[config.mk]
export PLATFORM = sky130hd
export DESIGN_NAME = clock_time_set_editor_core_flat
export DESIGN_NICKNAME = d
export VERILOG_FILES = /design/src/hdl/ctse_pkg.sv /design/src/hdl/ctse_in_if.sv /design/src/hdl/ctse_out_if.sv /design/src/hdl/clock_time_set_editor_core.sv /design/src/hdl/ctse_field_step.sv /design/src/hdl/ctse_out_buf.sv /design/src/flat_wrapper.sv
export SDC_FILE = /design/constraint.sdc
export NUM_CORES = 1
export LEC_CHECK = 0
export CAP_MARGIN = 20
export CORE_UTILIZATION = 50
export DETAILED_ROUTE_END_ITERATION = 7
export DONT_BUFFER_PORTS = 1
export SETUP_SLACK_MARGIN = 0.1
export SYNTH_ARGS = -nofsm -noshare
export SYNTH_HDL_FRONTEND = slang
export SYNTH_SLANG_ARGS = --single-unit
[constraint.sdc]
create_clock -name clk -period 10.8 [get_ports clk]
set_input_delay 0.54 -clock clk [delete_from_list [all_inputs] [get_ports clk]]
set_output_delay 0.54 -clock clk [all_outputs]
set_load 0.02 [all_outputs]
[src/hdl/ctse_pkg.sv]
// Package for the time-setting editor: payload structs, mode and field codes,
// and the per-field bounds. No dependencies.
package ctse_pkg;

	localparam int FIELD_COUNT = 7;
	localparam int VALUE_W     = 7;

	// Button / command codes
	localparam logic [1:0] MODE_LOAD   = 2'd0;
	localparam logic [1:0] MODE_UP     = 2'd1;
	localparam logic [1:0] MODE_SELECT = 2'd2;
	localparam logic [1:0] MODE_DOWN   = 2'd3;

	// Field codes, in select order
	localparam logic [2:0] FIELD_HOUR    = 3'd0;
	localparam logic [2:0] FIELD_MINUTE  = 3'd1;
	localparam logic [2:0] FIELD_SECOND  = 3'd2;
	localparam logic [2:0] FIELD_WEEKDAY = 3'd3;
	localparam logic [2:0] FIELD_DAY     = 3'd4;
	localparam logic [2:0] FIELD_MONTH   = 3'd5;
	localparam logic [2:0] FIELD_YEAR    = 3'd6;

	typedef struct packed {
		logic [4:0] hour;
		logic [5:0] minute;
		logic [5:0] second;
		logic [2:0] weekday;
		logic [4:0] day;
		logic [3:0] month;
		logic [6:0] year;
	} ctse_time_t;

	localparam ctse_time_t TIME_RESET = '{hour: 5'd0, minute: 6'd0, second: 6'd0,
		weekday: 3'd0, day: 5'd1, month: 4'd1, year: 7'd0};

	typedef struct packed {
		logic [1:0] mode;
		logic [4:0] load_hour;
		logic [5:0] load_minute;
		logic [5:0] load_second;
		logic [2:0] load_weekday;
		logic [4:0] load_day;
		logic [3:0] load_month;
		logic [6:0] load_year;
	} ctse_in_t;

	typedef struct packed {
		logic       editing;
		logic [2:0] field_index;
		logic [6:0] shown_value;
		logic       commit;
		logic [4:0] out_hour;
		logic [5:0] out_minute;
		logic [5:0] out_second;
		logic [2:0] out_weekday;
		logic [4:0] out_day;
		logic [3:0] out_month;
		logic [6:0] out_year;
	} ctse_out_t;

	function automatic logic [VALUE_W-1:0] field_lo(input logic [2:0] field);
		logic [VALUE_W-1:0] lo;
		unique case (field)
			FIELD_DAY, FIELD_MONTH: lo = 7'd1;
			default:                lo = 7'd0;
		endcase
		return lo;
	endfunction

	function automatic logic [VALUE_W-1:0] field_hi(input logic [2:0] field);
		logic [VALUE_W-1:0] hi;
		unique case (field)
			FIELD_HOUR:    hi = 7'd23;
			FIELD_MINUTE:  hi = 7'd59;
			FIELD_SECOND:  hi = 7'd59;
			FIELD_WEEKDAY: hi = 7'd6;
			FIELD_DAY:     hi = 7'd31;
			FIELD_MONTH:   hi = 7'd12;
			default:       hi = 7'd99;
		endcase
		return hi;
	endfunction

	// Value of one field, zero-extended; codes past year read year
	function automatic logic [VALUE_W-1:0] field_pick(input ctse_time_t t,
		input logic [2:0] field);
		logic [VALUE_W-1:0] v;
		unique case (field)
			FIELD_HOUR:    v = {2'd0, t.hour};
			FIELD_MINUTE:  v = {1'd0, t.minute};
			FIELD_SECOND:  v = {1'd0, t.second};
			FIELD_WEEKDAY: v = {4'd0, t.weekday};
			FIELD_DAY:     v = {2'd0, t.day};
			FIELD_MONTH:   v = {3'd0, t.month};
			default:       v = t.year;
		endcase
		return v;
	endfunction

endpackage

[src/hdl/ctse_in_if.sv]
// Input channel of the time-setting editor: valid/ready plus button payload.
// Depends on ctse_pkg.
interface ctse_in_if;
	logic              valid;
	logic              ready;
	ctse_pkg::ctse_in_t data;

	modport source (output valid, output data, input ready);
	modport sink   (input valid, input data, output ready);
endinterface

[src/hdl/ctse_out_if.sv]
// Result channel of the time-setting editor: valid/ready plus result payload.
// Depends on ctse_pkg.
interface ctse_out_if;
	logic               valid;
	logic               ready;
	ctse_pkg::ctse_out_t data;

	modport source (output valid, output data, input ready);
	modport sink   (input valid, input data, output ready);
endinterface

[src/hdl/clock_time_set_editor_core.sv]
// Top level of the button-driven time-setting editor.
// Depends on ctse_pkg, ctse_in_if, ctse_out_if, ctse_field_step, ctse_out_buf.

// Takes one button event per cycle: load copies the given time and starts
// editing at the hour field, up and down wrap the field being edited, select
// moves to the next field, and select on year ends editing with a commit that
// carries the whole edited time. Every accepted event yields exactly one
// result, registered and shown after any results already buffered. The editor
// state updates in the same cycle as the transfer, so the sustained rate is
// one event per cycle; a two-entry output buffer holds results while the
// sink stalls, and in_ch.ready drops only when both entries are full.
module clock_time_set_editor_core (
	input  logic      clk,
	input  logic      arst_n,
	ctse_in_if.sink   in_ch,
	ctse_out_if.source out_ch
);
	import ctse_pkg::*;

	logic       active_q;
	logic [2:0] edit_step_q;
	ctse_time_t work_q;

	logic       accept;
	logic       buf_full;
	logic [6:0] cur_value;
	logic [6:0] step_value;
	logic [2:0] next_field;

	logic       active_d;
	logic [2:0] edit_step_d;
	ctse_time_t work_d;
	ctse_out_t  result;
	ctse_in_t   item;

	assign item        = in_ch.data;
	assign in_ch.ready = !buf_full;
	assign accept      = in_ch.valid && in_ch.ready;
	assign cur_value   = field_pick(work_q, edit_step_q);
	assign next_field  = edit_step_q + 3'd1;

	ctse_field_step u_step (
		.field (edit_step_q),
		.value (cur_value),
		.down  (item.mode == MODE_DOWN),
		.next  (step_value)
	);

	always_comb begin
		active_d    = active_q;
		edit_step_d = edit_step_q;
		work_d      = work_q;
		result      = '0;
		unique case (item.mode)
			MODE_LOAD: begin
				active_d       = 1'b1;
				edit_step_d    = FIELD_HOUR;
				work_d.hour    = item.load_hour;
				work_d.minute  = item.load_minute;
				work_d.second  = item.load_second;
				work_d.weekday = item.load_weekday;
				work_d.day     = item.load_day;
				work_d.month   = item.load_month;
				work_d.year    = item.load_year;
				result.editing     = 1'b1;
				result.field_index = FIELD_HOUR;
				result.shown_value = {2'd0, item.load_hour};
			end
			MODE_UP, MODE_DOWN: begin
				if (active_q) begin
					unique case (edit_step_q)
						FIELD_HOUR:    work_d.hour    = step_value[4:0];
						FIELD_MINUTE:  work_d.minute  = step_value[5:0];
						FIELD_SECOND:  work_d.second  = step_value[5:0];
						FIELD_WEEKDAY: work_d.weekday = step_value[2:0];
						FIELD_DAY:     work_d.day     = step_value[4:0];
						FIELD_MONTH:   work_d.month   = step_value[3:0];
						default:       work_d.year    = step_value;
					endcase
					result.editing     = 1'b1;
					result.field_index = edit_step_q;
					result.shown_value = step_value;
				end
			end
			default: begin
				// select
				if (active_q) begin
					if (edit_step_q >= FIELD_YEAR) begin
						active_d           = 1'b0;
						edit_step_d        = FIELD_HOUR;
						result.commit      = 1'b1;
						result.field_index = FIELD_YEAR;
						result.shown_value = work_q.year;
						result.out_hour    = work_q.hour;
						result.out_minute  = work_q.minute;
						result.out_second  = work_q.second;
						result.out_weekday = work_q.weekday;
						result.out_day     = work_q.day;
						result.out_month   = work_q.month;
						result.out_year    = work_q.year;
					end else begin
						edit_step_d        = next_field;
						result.editing     = 1'b1;
						result.field_index = next_field;
						result.shown_value = field_pick(work_q, next_field);
					end
				end
			end
		endcase
	end

	always_ff @(posedge clk or negedge arst_n) begin
		if (!arst_n) begin
			active_q    <= 1'b0;
			edit_step_q <= FIELD_HOUR;
			work_q      <= TIME_RESET;
		end else if (accept) begin
			active_q    <= active_d;
			edit_step_q <= edit_step_d;
			work_q      <= work_d;
		end
	end

	ctse_out_buf u_out_buf (
		.clk       (clk),
		.arst_n    (arst_n),
		.push      (accept),
		.push_data (result),
		.full      (buf_full),
		.out_ch    (out_ch)
	);

`ifndef SYNTHESIS
	a_step_in_range: assert property (@(posedge clk) disable iff (!arst_n)
		edit_step_q <= FIELD_YEAR)
		else $error("edit step past year field");

	a_commit_goes_idle: assert property (@(posedge clk) disable iff (!arst_n)
		(accept && active_q && item.mode == MODE_SELECT && edit_step_q == FIELD_YEAR)
		|=> (!active_q && edit_step_q == FIELD_HOUR))
		else $error("editor did not go idle after commit");

	a_load_starts_edit: assert property (@(posedge clk) disable iff (!arst_n)
		(accept && item.mode == MODE_LOAD) |=> (active_q && edit_step_q == FIELD_HOUR))
		else $error("load did not start editing at hour");

	a_commit_not_editing: assert property (@(posedge clk) disable iff (!arst_n)
		(out_ch.valid && out_ch.data.commit) |-> !out_ch.data.editing)
		else $error("commit result still marked as editing");
`endif
endmodule

[src/hdl/ctse_field_step.sv]
// Up/down wrap stepper for one time field, bounds chosen by field code.
// Depends on ctse_pkg.
module ctse_field_step (
	input  logic [2:0] field,
	input  logic [6:0] value,
	input  logic       down,
	output logic [6:0] next
);
	import ctse_pkg::*;

	logic [VALUE_W-1:0] lo;
	logic [VALUE_W-1:0] hi;

	assign lo = field_lo(field);
	assign hi = field_hi(field);

	always_comb begin
		if (down) begin
			next = (value <= lo) ? hi : value - 7'd1;
		end else begin
			next = (value >= hi) ? lo : value + 7'd1;
		end
	end
endmodule

[src/hdl/ctse_out_buf.sv]
// Two-entry result buffer (output register plus skid register) that keeps the
// input side moving while a result waits. Depends on ctse_pkg and ctse_out_if.
module ctse_out_buf (
	input  logic               clk,
	input  logic               arst_n,
	input  logic               push,
	input  ctse_pkg::ctse_out_t push_data,
	output logic               full,
	ctse_out_if.source         out_ch
);
	import ctse_pkg::*;

	logic      out_valid_q;
	logic      skid_valid_q;
	ctse_out_t out_data_q;
	ctse_out_t skid_data_q;
	logic      load_out;

	assign full         = skid_valid_q;
	assign out_ch.valid = out_valid_q;
	assign out_ch.data  = out_data_q;
	// output slot takes new data when empty or being drained this cycle
	assign load_out     = !out_valid_q || out_ch.ready;

	always_ff @(posedge clk or negedge arst_n) begin
		if (!arst_n) begin
			out_valid_q  <= 1'b0;
			skid_valid_q <= 1'b0;
		end else if (load_out) begin
			out_valid_q  <= skid_valid_q || push;
			skid_valid_q <= skid_valid_q && push;
		end else if (push) begin
			skid_valid_q <= 1'b1;
		end
	end

	always_ff @(posedge clk) begin
		if (load_out) begin
			if (skid_valid_q) begin
				out_data_q  <= skid_data_q;
				skid_data_q <= push_data;
			end else begin
				out_data_q <= push_data;
			end
		end else if (push) begin
			skid_data_q <= push_data;
		end
	end
endmodule
[src/flat_wrapper.sv]
// flat-port wrapper written by rule: the top's interface ports become plain ports
module clock_time_set_editor_core_flat import ctse_pkg::*;
  (clk, arst_n, in_ch_valid, in_ch_data, in_ch_ready, out_ch_valid, out_ch_data, out_ch_ready);
  ctse_in_if in_ch_i ();
  ctse_out_if out_ch_i ();
  input  logic clk;
  input  logic arst_n;
  input wire logic [$bits(in_ch_i.valid)-1:0] in_ch_valid;
  input wire logic [$bits(in_ch_i.data)-1:0] in_ch_data;
  output wire logic [$bits(in_ch_i.ready)-1:0] in_ch_ready;
  output wire logic [$bits(out_ch_i.valid)-1:0] out_ch_valid;
  output wire logic [$bits(out_ch_i.data)-1:0] out_ch_data;
  input wire logic [$bits(out_ch_i.ready)-1:0] out_ch_ready;
  assign in_ch_i.valid = in_ch_valid;
  assign in_ch_i.data = in_ch_data;
  assign in_ch_ready = in_ch_i.ready;
  assign out_ch_valid = out_ch_i.valid;
  assign out_ch_data = out_ch_i.data;
  assign out_ch_i.ready = out_ch_ready;
  clock_time_set_editor_core u_core (.clk(clk), .arst_n(arst_n), .in_ch(in_ch_i), .out_ch(out_ch_i));
endmodule
==> reports/summary.md, run 1 <==
The root buffer cell chosen for the clock tree is sky130_fd_sc_hd__clkbuf_16. The setup slack on the worst flop-to-flop path came out at 5.21 ns. Based on the critical path, the design can be clocked at up to 0.179 GHz.

Synthesis produced a netlist with a net count of 697. Data arrives at the worst endpoint at 5.89 ns. The library cell used most frequently in the layout, excluding fill and tap cells, is sky130_fd_sc_hd__edfxtp_1. Setup total negative slack on the finished layout was measured at 0 ns. The number of antenna diodes in the final layout is 0. The die covers 14800 um^2. For the post-route clock skew, the log shows 0.00802 ns. The setup violation total in the final timing report was 0; the via count of the first global-routing pass was 5341. The area fraction of the dominant cell type after synthesis was 40.2%. For the synthesized instance count, the log shows 638.

Setup repair after global routing left no endpoint under its margin. The Yosys step of the flow raised 0 warnings. In this run the mean area of a mapped cell was 11.2 um^2.

Once layout is complete, the utilization of the core stands at 57.1%. Max-cap violations in this run came to 0. The tools report the total half-perimeter wirelength after legalization and detailed placement as 15100 um. After clock tree synthesis, the clock-pin slew on the worst setup and hold paths is 0.06 ns.

Power spread over the standard cell area amounts to 341 nW/um^2. Compared with the post-synthesis result, the final layout area differs by 10.9%. In this run, placement finished with an instance count of 793.

The later pin in the worst-skew pair is clocked with a latency of 0.42 ns. In this run, CTS created clock tree buffers numbering 17. The overall global routing resource usage was 30.2%; the post-CTS resize count was 0. The first global-routing pass estimated 32300 um of wire.

Entering global routing, the biggest net connects 53 pins. The number of cells traversed by the worst register-to-register path is 15, and the die extent in y is 122 um. Library cell occupying the most area in the post-synthesis netlist: sky130_fd_sc_hd__edfxtp_1. Synthesis inferred 138 register bits. The worst setup path is captured at a register. The number of distinct library cells after synthesis is 68, and the number of cells on the worst hold path is 2.

The number of iterations in the first detailed-routing pass is 7. After global routing the overflow that remains totals 0. The run finished with clean final reports. After synthesis, the cell types taking the most area are sky130_fd_sc_hd__edfxtp_1, sky130_fd_sc_hd__dfrtp_1, sky130_fd_sc_hd__mux2_2.

Registers take 3940 um^2. The worst path in the final design needs a cycle of 5.59 ns, including I/O delays and setup. The data required time of the worst path came out at 11.09 ns. Measured along the x axis, the die boundary spans 122 um. In this run the static leakage power is 3.20 nW. The maximum level of the CTS H-tree came out at 4.

The class of the tightest hold or removal check was in -> reg. The type of the worst setup path was reg -> reg. The congestion estimate from routability-driven global placement came to 0.940. The origin of the critical flop-to-flop path is u_core.edit_step_q[2]$_DFFE_PN0P_.

The final net count is 693. Startpoint of the most critical hold path: in_ch_valid. The dominant synthesized flop cell is sky130_fd_sc_hd__edfxtp_1. For this design, the sink count on the clock tree is 138. In the layout the commonest cells are sky130_fd_sc_hd__edfxtp_1, sky130_fd_sc_hd__nor2_1, sky130_fd_sc_hd__nand2_1, sky130_fd_sc_hd__mux2_2. Of the available clock period, the critical path in the final layout requires 51.8%.

At the pin with the least slew margin, the transition time is 1.00 ns. Pin placement for this block handled 92 I/O pins. For this run, the register share of the synthesized area comes to 54.9%. Dividing the detail-routed wire length by the instance count gives 25.7 um. The layout has 1150 filler cells. The longest clock path from root to sink contains 2 buffers.

TritonCTS built the clock tree. In the routed layout, each cell is associated on average with a via count of 6.62. The number of antenna violations at the first check in global routing is 1, and the count of flip-flops with a built-in enable after synthesis is 96.

Capture endpoint of the worst hold path: u_core.u_out_buf.out_ch.valid$_DFFE_PN0N_. The finished layout holds 827 standard cells, fillers aside. For this configuration, the core starts out at a cell density of 51.5%. The floorplan core area is 13900 um^2, and the multi-input gate area in the final layout is 3040 um^2.

The count of buffers inserted at the top-level ports is 0, and the relative slew slack is 32.4%. The final antenna-violating net count is 0, and the final wirelength is 21300 um. After the first detailed-routing iteration, the DRC count stood at 656.

The overall via count from detail_route is 5475. Number of endpoints with negative hold slack in the final report: 0. For this run, design rule violations remaining after detail routing come to 0.

In this run the critical register-to-register path is captured at u_core.u_out_buf.out_ch.data[38]$_DFFE_PN_. In the synthesized netlist the async set-or-reset flop fraction comes to 30.4%. The tools report the startpoint type of the worst setup path as a register.

The synthesized netlist occupies a cell area of 7170 um^2. The number of placement rows was 43; the ratio of cells with drive above 1 in the final layout was 17.6%. VDD sags by at most 0.151 mV. In this run the worst path has a maximum fanout of 25. Total count of max-transition violations in the final report: 0.
[worst max-delay path by stage]
stage,cells past startpoint,start,endpoint
2_1_floorplan,2,out_ch_ready,u_core.u_out_buf.skid_data_q[0]$_DFFE_PP_
3_3_place_gp,15,u_core.edit_step_q[2]$_DFFE_PN0P_,u_core.u_out_buf.out_ch.data[38]$_DFFE_PN_
3_5_place_dp,15,u_core.edit_step_q[2]$_DFFE_PN0P_,u_core.u_out_buf.out_ch.data[38]$_DFFE_PN_
4_1_cts,15,u_core.edit_step_q[2]$_DFFE_PN0P_,u_core.u_out_buf.out_ch.data[38]$_DFFE_PN_
5_1_grt,15,u_core.edit_step_q[2]$_DFFE_PN0P_,u_core.u_out_buf.out_ch.data[38]$_DFFE_PN_
6_report,15,u_core.edit_step_q[2]$_DFFE_PN0P_,u_core.u_out_buf.out_ch.data[38]$_DFFE_PN_
[sequential cells by signal, summed over array words and instances (netlist names)]
name and flops:
u_core.active_q 1, u_core.edit_step_q 3, u_core.u_out_buf.full 1, u_core.u_out_buf.out_ch.data 48, u_core.u_out_buf.out_ch.valid 1, u_core.u_out_buf.skid_data_q 48
u_core.work_q 36
[cell usage after synthesis (3+ instances only)]
library cell                n
sky130_fd_sc_hd__and3_1    38
sky130_fd_sc_hd__a22o_1     7
sky130_fd_sc_hd__ha_1      17
sky130_fd_sc_hd__a21o_1     5
sky130_fd_sc_hd__nand4_1    4
sky130_fd_sc_hd__mux2i_1    7
sky130_fd_sc_hd__a31o_2     4
sky130_fd_sc_hd__o22ai_1    4
sky130_fd_sc_hd__xnor2_1    6
sky130_fd_sc_hd__nand2_1   54
sky130_fd_sc_hd__a222oi_1   5
sky130_fd_sc_hd__inv_1     15
sky130_fd_sc_hd__a22oi_1    6
sky130_fd_sc_hd__dfrtp_1   40
sky130_fd_sc_hd__a211oi_1   5
sky130_fd_sc_hd__nor2_1    58
sky130_fd_sc_hd__mux2_2    48
sky130_fd_sc_hd__nand3_1    7
sky130_fd_sc_hd__nand2b_1   4
sky130_fd_sc_hd__nor3_1    10
sky130_fd_sc_hd__clkbuf_1  28
sky130_fd_sc_hd__clkinv_1   3
sky130_fd_sc_hd__o21ai_0   25
sky130_fd_sc_hd__or3_1      3
sky130_fd_sc_hd__nor4_1     3
sky130_fd_sc_hd__edfxtp_1  96
sky130_fd_sc_hd__buf_2      6
sky130_fd_sc_hd__o211ai_1   5
sky130_fd_sc_hd__a311oi_1   3
sky130_fd_sc_hd__a31oi_1   10
sky130_fd_sc_hd__a32oi_1    3
sky130_fd_sc_hd__a21oi_1   40
sky130_fd_sc_hd__o31ai_1   19
[worst max-delay path, stage by stage, from the launching register on]
cell	delay [ns]
sky130_fd_sc_hd__dfrtp_1	0.87
sky130_fd_sc_hd__inv_1	0.29
sky130_fd_sc_hd__ha_1	0.33
sky130_fd_sc_hd__or2_1	0.32
sky130_fd_sc_hd__nor3_4	0.30
sky130_fd_sc_hd__inv_2	0.16
sky130_fd_sc_hd__a31oi_2	0.44
sky130_fd_sc_hd__inv_2	0.15
sky130_fd_sc_hd__ha_1	0.32
sky130_fd_sc_hd__nor2b_1	0.11
sky130_fd_sc_hd__o21ai_0	0.18
sky130_fd_sc_hd__maj3_2	0.36
sky130_fd_sc_hd__a2111oi_0	0.78
sky130_fd_sc_hd__a311oi_2	0.30
sky130_fd_sc_hd__o31ai_2	0.34
sky130_fd_sc_hd__mux2_2	0.20
[through the flow]
step	hold WS [ns]	power (mW)	cell area [um^2]	worst slack [ns]
floorplan	0.244	1.71	7170	4.97
global placement	0.246	2.13	7360	5.42
detailed placement	0.249	2.13	7360	5.26
CTS	0.226	2.69	7960	5.28
global route	0.247	2.86	7960	5.02
finish	0.236	2.71	7960	5.21
[power breakdown]
part	internal [mW]	switching, mW	leakage (nW)
combinational	0.440	0.810	1.48
sequential	0.722	0.186	1.46
clock	0.324	0.232	0.262
total	1.49	1.23	3.20
[repair_timing]
item                                   in CTS  in global routing
setup buffers                               0                  0
hold buffers                                2                  0
endpoints found under the hold margin      42                  0
[kinds of logic (layout without fill, tap and decap cells)]
kind of cell    after synthesis  in the layout  synth area share (%)
compound gates              167            167                  16.1
xor+xnor                      6              6                 0.733
fa+ha+maj                    18             18                  3.12
buf+inv                      56             65                  3.04
flops                       138            138                  54.9
mux                          57             57                  8.91
simple gates                196            196                  13.2
[cell type report]
| cell class | instances | area share, % |
|---|---|---|
| flip-flops and latches | 138 | 49.5 |
| multi-input cells | 444 | 38.2 |
| clock buffers | 19 | 5.57 |
| well taps | 180 | 2.83 |
| repair buffers | 13 | 1.51 |
| clock inverters | 13 | 1.49 |
| inverters | 20 | 0.944 |
[per-layer routing]
metal	routed length [um]	global-route usage, %
met5	14	0
met4	565	12.0
met3	1760	7.44
met2	9760	45.4
met1	9150	41.8
(Power assumes the default switching activity.)
==> run 2: changes to the inputs <==
--- a/config.mk
+++ b/config.mk
@@ -5,10 +5,12 @@
 export SDC_FILE = /design/constraint.sdc
 export NUM_CORES = 1
 export LEC_CHECK = 0
+export ABC_AREA = 1
 export CAP_MARGIN = 20
 export CORE_UTILIZATION = 50
 export DETAILED_ROUTE_END_ITERATION = 7
 export DONT_BUFFER_PORTS = 1
+export PLACE_DENSITY = 0.68
 export SETUP_SLACK_MARGIN = 0.1
 export SYNTH_ARGS = -nofsm -noshare
 export SYNTH_HDL_FRONTEND = slang
==> constraint.sdc (replaced) <==
create_clock -name clk -period 4.58 [get_ports clk]
set_input_delay 0.229 -clock clk [delete_from_list [all_inputs] [get_ports clk]]
set_output_delay 0.229 -clock clk [all_outputs]
set_load 0.02 [all_outputs]
==> run 2 against run 1 <==
Against the previous run: die area is 1.5% higher; critical endpoint is now u_core.u_out_buf.out_ch.data[37]$_DFFE_PN_; highest routed layer is now met4; combinational power up 140%; fmax is 40% higher; sequential share of layout area shrank 1.0 points.
==> reports/summary.md, run 2 <==
The run finished with clean final reports. For the endpoint arrival time on the critical path, the log shows 4.17 ns (was 5.89 ns). The die extent in y works out to 123 um (was 122 um).

The final critical-path share of the clock period is 87.1% (was 51.8%), and the clock insertion delay at the later pin of the skew report is 0.43 ns (was 0.42 ns). The global route total overflow is 0 (unchanged), and the leakage dissipation is 3.74 nW (was 3.20 nW). For the post-route clock skew, the log shows 0.0108 ns (was 0.00802 ns).

The number of antenna violations at the first check in global routing was 1 (unchanged). The class of the tightest hold or removal check is in -> reg (unchanged). The tools report the total count of max-transition violations in the final report as 0 (unchanged). The worst hold slack across all endpoints was 0.0304 ns (was 0.236 ns); the worst-case clock buffer depth was 2 (unchanged). The global placement routability congestion was 0.974 (was 0.940); the total half-perimeter wirelength after legalization and detailed placement was 14900 um (was 15100 um). For the effective utilization at floorplan, the log shows 51.8% (was 51.5%).

Final net count: 900 (was 693). Final core utilization: 57.9% (was 57.1%). The most common cell after layout, fill and taps aside was sky130_fd_sc_hd__nand2_1 (was sky130_fd_sc_hd__edfxtp_1). The area fraction of the dominant cell type after synthesis was 39.6% (was 40.2%).

The number of iterations in the first detailed-routing pass is 6 (was 7). The total of warnings raised by yosys was 0 (unchanged). The library cell occupying the most area in the post-synthesis netlist was sky130_fd_sc_hd__edfxtp_1 (unchanged). Startpoint type of the worst setup path: a register (unchanged). The maximum fanout along the worst path is 11 (was 25), and the area after detailed placement is 7410 um^2 (was 7360 um^2). The type of the worst setup path was reg -> reg (unchanged). Highest-count cells in the layout ignoring fill and taps: sky130_fd_sc_hd__nand2_1, sky130_fd_sc_hd__edfxtp_1, sky130_fd_sc_hd__inv_1, sky130_fd_sc_hd__nor2_1, sky130_fd_sc_hd__nand3_1 (was sky130_fd_sc_hd__edfxtp_1, sky130_fd_sc_hd__nor2_1, sky130_fd_sc_hd__nand2_1, sky130_fd_sc_hd__mux2_2). The I/O pin total came out at 92 (unchanged).

TritonCTS built the clock tree. The clock transition time at the flip-flop clock pins of the worst setup and hold paths is 0.06 ns (about the same). Post-CTS repair timing setup buffer count: 0 (unchanged).

The most common cell in the synthesized netlist is sky130_fd_sc_hd__nand2_1 (was sky130_fd_sc_hd__edfxtp_1). Highest achievable clock rate: 0.251 GHz (was 0.179 GHz). The logs give 14000 um^2 (was 13900 um^2) for the floorplan core area and 834 (was 638) for the synthesized instance count. The pin count of the biggest net entering global routing is 52 (was 53), and the synthesized area per cell is 8.73 um^2 (was 11.2 um^2). The clock sink count came out at 138 (unchanged). The detail-routed net length per standard cell was 19.9 um (was 25.7 um); the final design instance area without fill was 8120 um^2 (was 7960 um^2).

For the final antenna-violating net count, the log shows 0 (unchanged). The run gives 0 (unchanged) as the number of endpoints with negative hold slack in the final report. Post-synthesis cell area: 7280 um^2 (was 7170 um^2). The time the final worst path needs with I/O delays and setup is 3.99 ns (was 5.59 ns), and the final setup TNS is 0 ns (unchanged). The tools report the via count of the first global-routing pass as 5683 (was 5341).

The register bit total from synthesis works out to 138 (unchanged). The measured slew at the worst slew-check pin came out at 0.794 ns (was 1.00 ns). For the share of the yosys chip area belonging to registers, the log shows 54.1% (was 54.9%). The overall via count from detail_route is 5929 (was 5475), and the ratio of cells with drive above 1 in the final layout is 10.4% (was 17.6%). The maximum level of the CTS H-tree was 4 (unchanged). Top post-synthesis cells by count: sky130_fd_sc_hd__nand2_1, sky130_fd_sc_hd__edfxtp_1, sky130_fd_sc_hd__inv_1 (was sky130_fd_sc_hd__edfxtp_1, sky130_fd_sc_hd__nor2_1, sky130_fd_sc_hd__nand2_1).

The via-per-instance ratio works out to 5.73 (was 6.62). For the number of placement rows, the log shows 43 (unchanged). The clock root buffer was sky130_fd_sc_hd__clkbuf_16 (unchanged). Data required time of the worst path: 4.76 ns (was 11.09 ns). Count of flip-flops with a built-in enable after synthesis: 96 (unchanged).

The die boundary width works out to 123 um (was 122 um). The dominant synthesized flop cell was sky130_fd_sc_hd__edfxtp_1 (unchanged). The number of distinct library cells after synthesis is 43 (was 68), and the fraction of synthesis flops using an asynchronous set or reset pin is 30.4% (unchanged).

The CTS buffer count was 17 (unchanged); the total power per unit cell area was 785 nW/um^2 (was 341 nW/um^2). The floorplan die area is 15000 um^2 (was 14800 um^2). The tools report the remaining routing DRC violations as 0 (unchanged).

For the first-pass GRT wire length, the log shows 31800 um (was 32300 um). Relative area change from synthesis to final layout: 11.6% (was 10.9%). The overall global routing resource usage came out at 28.9% (was 30.2%). Most area-consuming cells after synthesis: sky130_fd_sc_hd__edfxtp_1, sky130_fd_sc_hd__dfrtp_1, sky130_fd_sc_hd__nand2_1 (was sky130_fd_sc_hd__edfxtp_1, sky130_fd_sc_hd__dfrtp_1, sky130_fd_sc_hd__mux2_2). The maximum vdd drop was 0.421 mV (was 0.151 mV).

The worst setup slack after layout was 0.592 ns (was 5.21 ns). Setup repair after global routing left no endpoint under its margin. The worst-case setup slack after placement is 0.435 ns (was 5.26 ns), and the relative slew slack is 47.1% (was 32.4%).

The element type at the critical path end is a register (unchanged). The logs give 1254 (was 1150) for the total of fill cells in the finished design and 0 (unchanged) for the number of max-cap violations. The count of buffers inserted at the top-level ports works out to 0 (unchanged). The number of nets in the synthesized netlist came out at 893 (was 697). The logs give 599 (was 656) for the number of DRC markers in iteration 0 and 0 (unchanged) for the setup violation total in the final timing report.

Final wirelength: 20500 um (was 21300 um).
-- run 2: changes by cell type in the layout (fill, tap and decap cells not counted), moves of 18 or more --
cell	previous run	this run
sky130_fd_sc_hd__nand3_1	7	53
sky130_fd_sc_hd__o31ai_1	19	1
sky130_fd_sc_hd__inv_1	14	90
sky130_fd_sc_hd__and3_1	38	0
sky130_fd_sc_hd__o22ai_1	4	22
sky130_fd_sc_hd__nand2_1	54	264
sky130_fd_sc_hd__mux2_2	48	0
-- run 2: metrics by stage --
stage / cells / power [mW]
after floorplan: 834 / 4.10
after global placement: 993 / 4.94
after detailed placement: 993 / 4.94
after CTS: 1033 / 6.32
after global routing: 1035 / 6.80
final: 1035 / 6.37
-- run 2: what timing repair did --
item / in CTS / in global routing
hold endpoints to repair: 51 / 0
hold buffers: 8 / 0
gates resized for setup: 0 / 1
endpoints found under the setup margin: 0 / 18
-- run 2: cell families after synthesis --
family / share of synthesized area (%)
AO/OA/AOI/OAI: 10.1
XOR/XNOR: 0.120
adder cells (fa/ha/maj): 2.92
buffers and inverters: 7.34
flip-flops: 54.1
AND/OR/NAND/NOR: 25.5
-- run 2: routing by layer --
| metal | global-route usage (%) | wire length [um] | up-vias |
|---|---|---|---|
| li1 | - | - | 2784 |
| met1 | 40.9 | 9350 | 2854 |
| met2 | 42.5 | 9230 | 251 |
| met3 | 7.34 | 1430 | 40 |
| met4 | 11.0 | 544 | 0 |
| met5 | 0 | 0 | - |
-- run 2: area by class of cell --
class / count / area (um^2) / share of cell area, %
Clock inverter: 15 / 156 / 1.93
Clock buffer: 17 / 425 / 5.24
Inverter: 101 / 385 / 4.74
Multi-Input combinational cell: 568 / 2820 / 34.7
Timing Repair Buffer: 15 / 170 / 2.09
Antenna cell: 1 / 2.50 / 0.0308
Sequential cell: 138 / 3940 / 48.5
Tap cell: 180 / 225 / 2.77
-- run 2: final timing paths --
check                                                            from                                         end  slack [ns]  cells after the start
max in group asynchronous                                      arst_n                u_core.work_q[7]$_DFFE_PN1P_        4.01                      2
min                                                    in_ch_data[30]               u_core.work_q[30]$_DFFE_PN0P_        0.03                      2
min reg2reg                u_core.u_out_buf.skid_data_q[10]$_DFFE_PP_  u_core.u_out_buf.out_ch.data[10]$_DFFE_PN_        0.52                      2
min in group asynchronous                                      arst_n                u_core.work_q[1]$_DFFE_PN0P_        0.28                      2
max                                 u_core.edit_step_q[1]$_DFFE_PN0P_  u_core.u_out_buf.out_ch.data[37]$_DFFE_PN_        0.59                     24
max reg2reg                         u_core.edit_step_q[1]$_DFFE_PN0P_  u_core.u_out_buf.out_ch.data[37]$_DFFE_PN_        0.59                     24
-- run 2: power by group --
| part | switching, mW | internal, mW |
|---|---|---|
| clock network | 0.592 | 0.768 |
| registers | 0.286 | 1.70 |
| logic | 2.17 | 0.855 |
-- run 2: critical path, stage by stage, from the launching register on --
cell and delay, ns:
sky130_fd_sc_hd__dfrtp_1 0.42, sky130_fd_sc_hd__inv_1 0.18, sky130_fd_sc_hd__ha_1 0.49, sky130_fd_sc_hd__o21ai_2 0.19
sky130_fd_sc_hd__nand3_2 0.26, sky130_fd_sc_hd__clkinv_2 0.17, sky130_fd_sc_hd__nor2_1 0.20, sky130_fd_sc_hd__inv_1 0.07
sky130_fd_sc_hd__ha_1 0.26, sky130_fd_sc_hd__o21ai_0 0.18, sky130_fd_sc_hd__nand2_1 0.07, sky130_fd_sc_hd__a21oi_1 0.17
sky130_fd_sc_hd__nand2_1 0.07, sky130_fd_sc_hd__nand2_1 0.06, sky130_fd_sc_hd__inv_1 0.03, sky130_fd_sc_hd__nand2_1 0.05
sky130_fd_sc_hd__nand2_1 0.09, sky130_fd_sc_hd__inv_1 0.09, sky130_fd_sc_hd__nand2_1 0.05, sky130_fd_sc_hd__nand3_1 0.12
sky130_fd_sc_hd__nand3_1 0.19, sky130_fd_sc_hd__nand2_1 0.10, sky130_fd_sc_hd__nand2_1 0.09, sky130_fd_sc_hd__nand2_1 0.11
sky130_fd_sc_hd__nand2_1 0.05
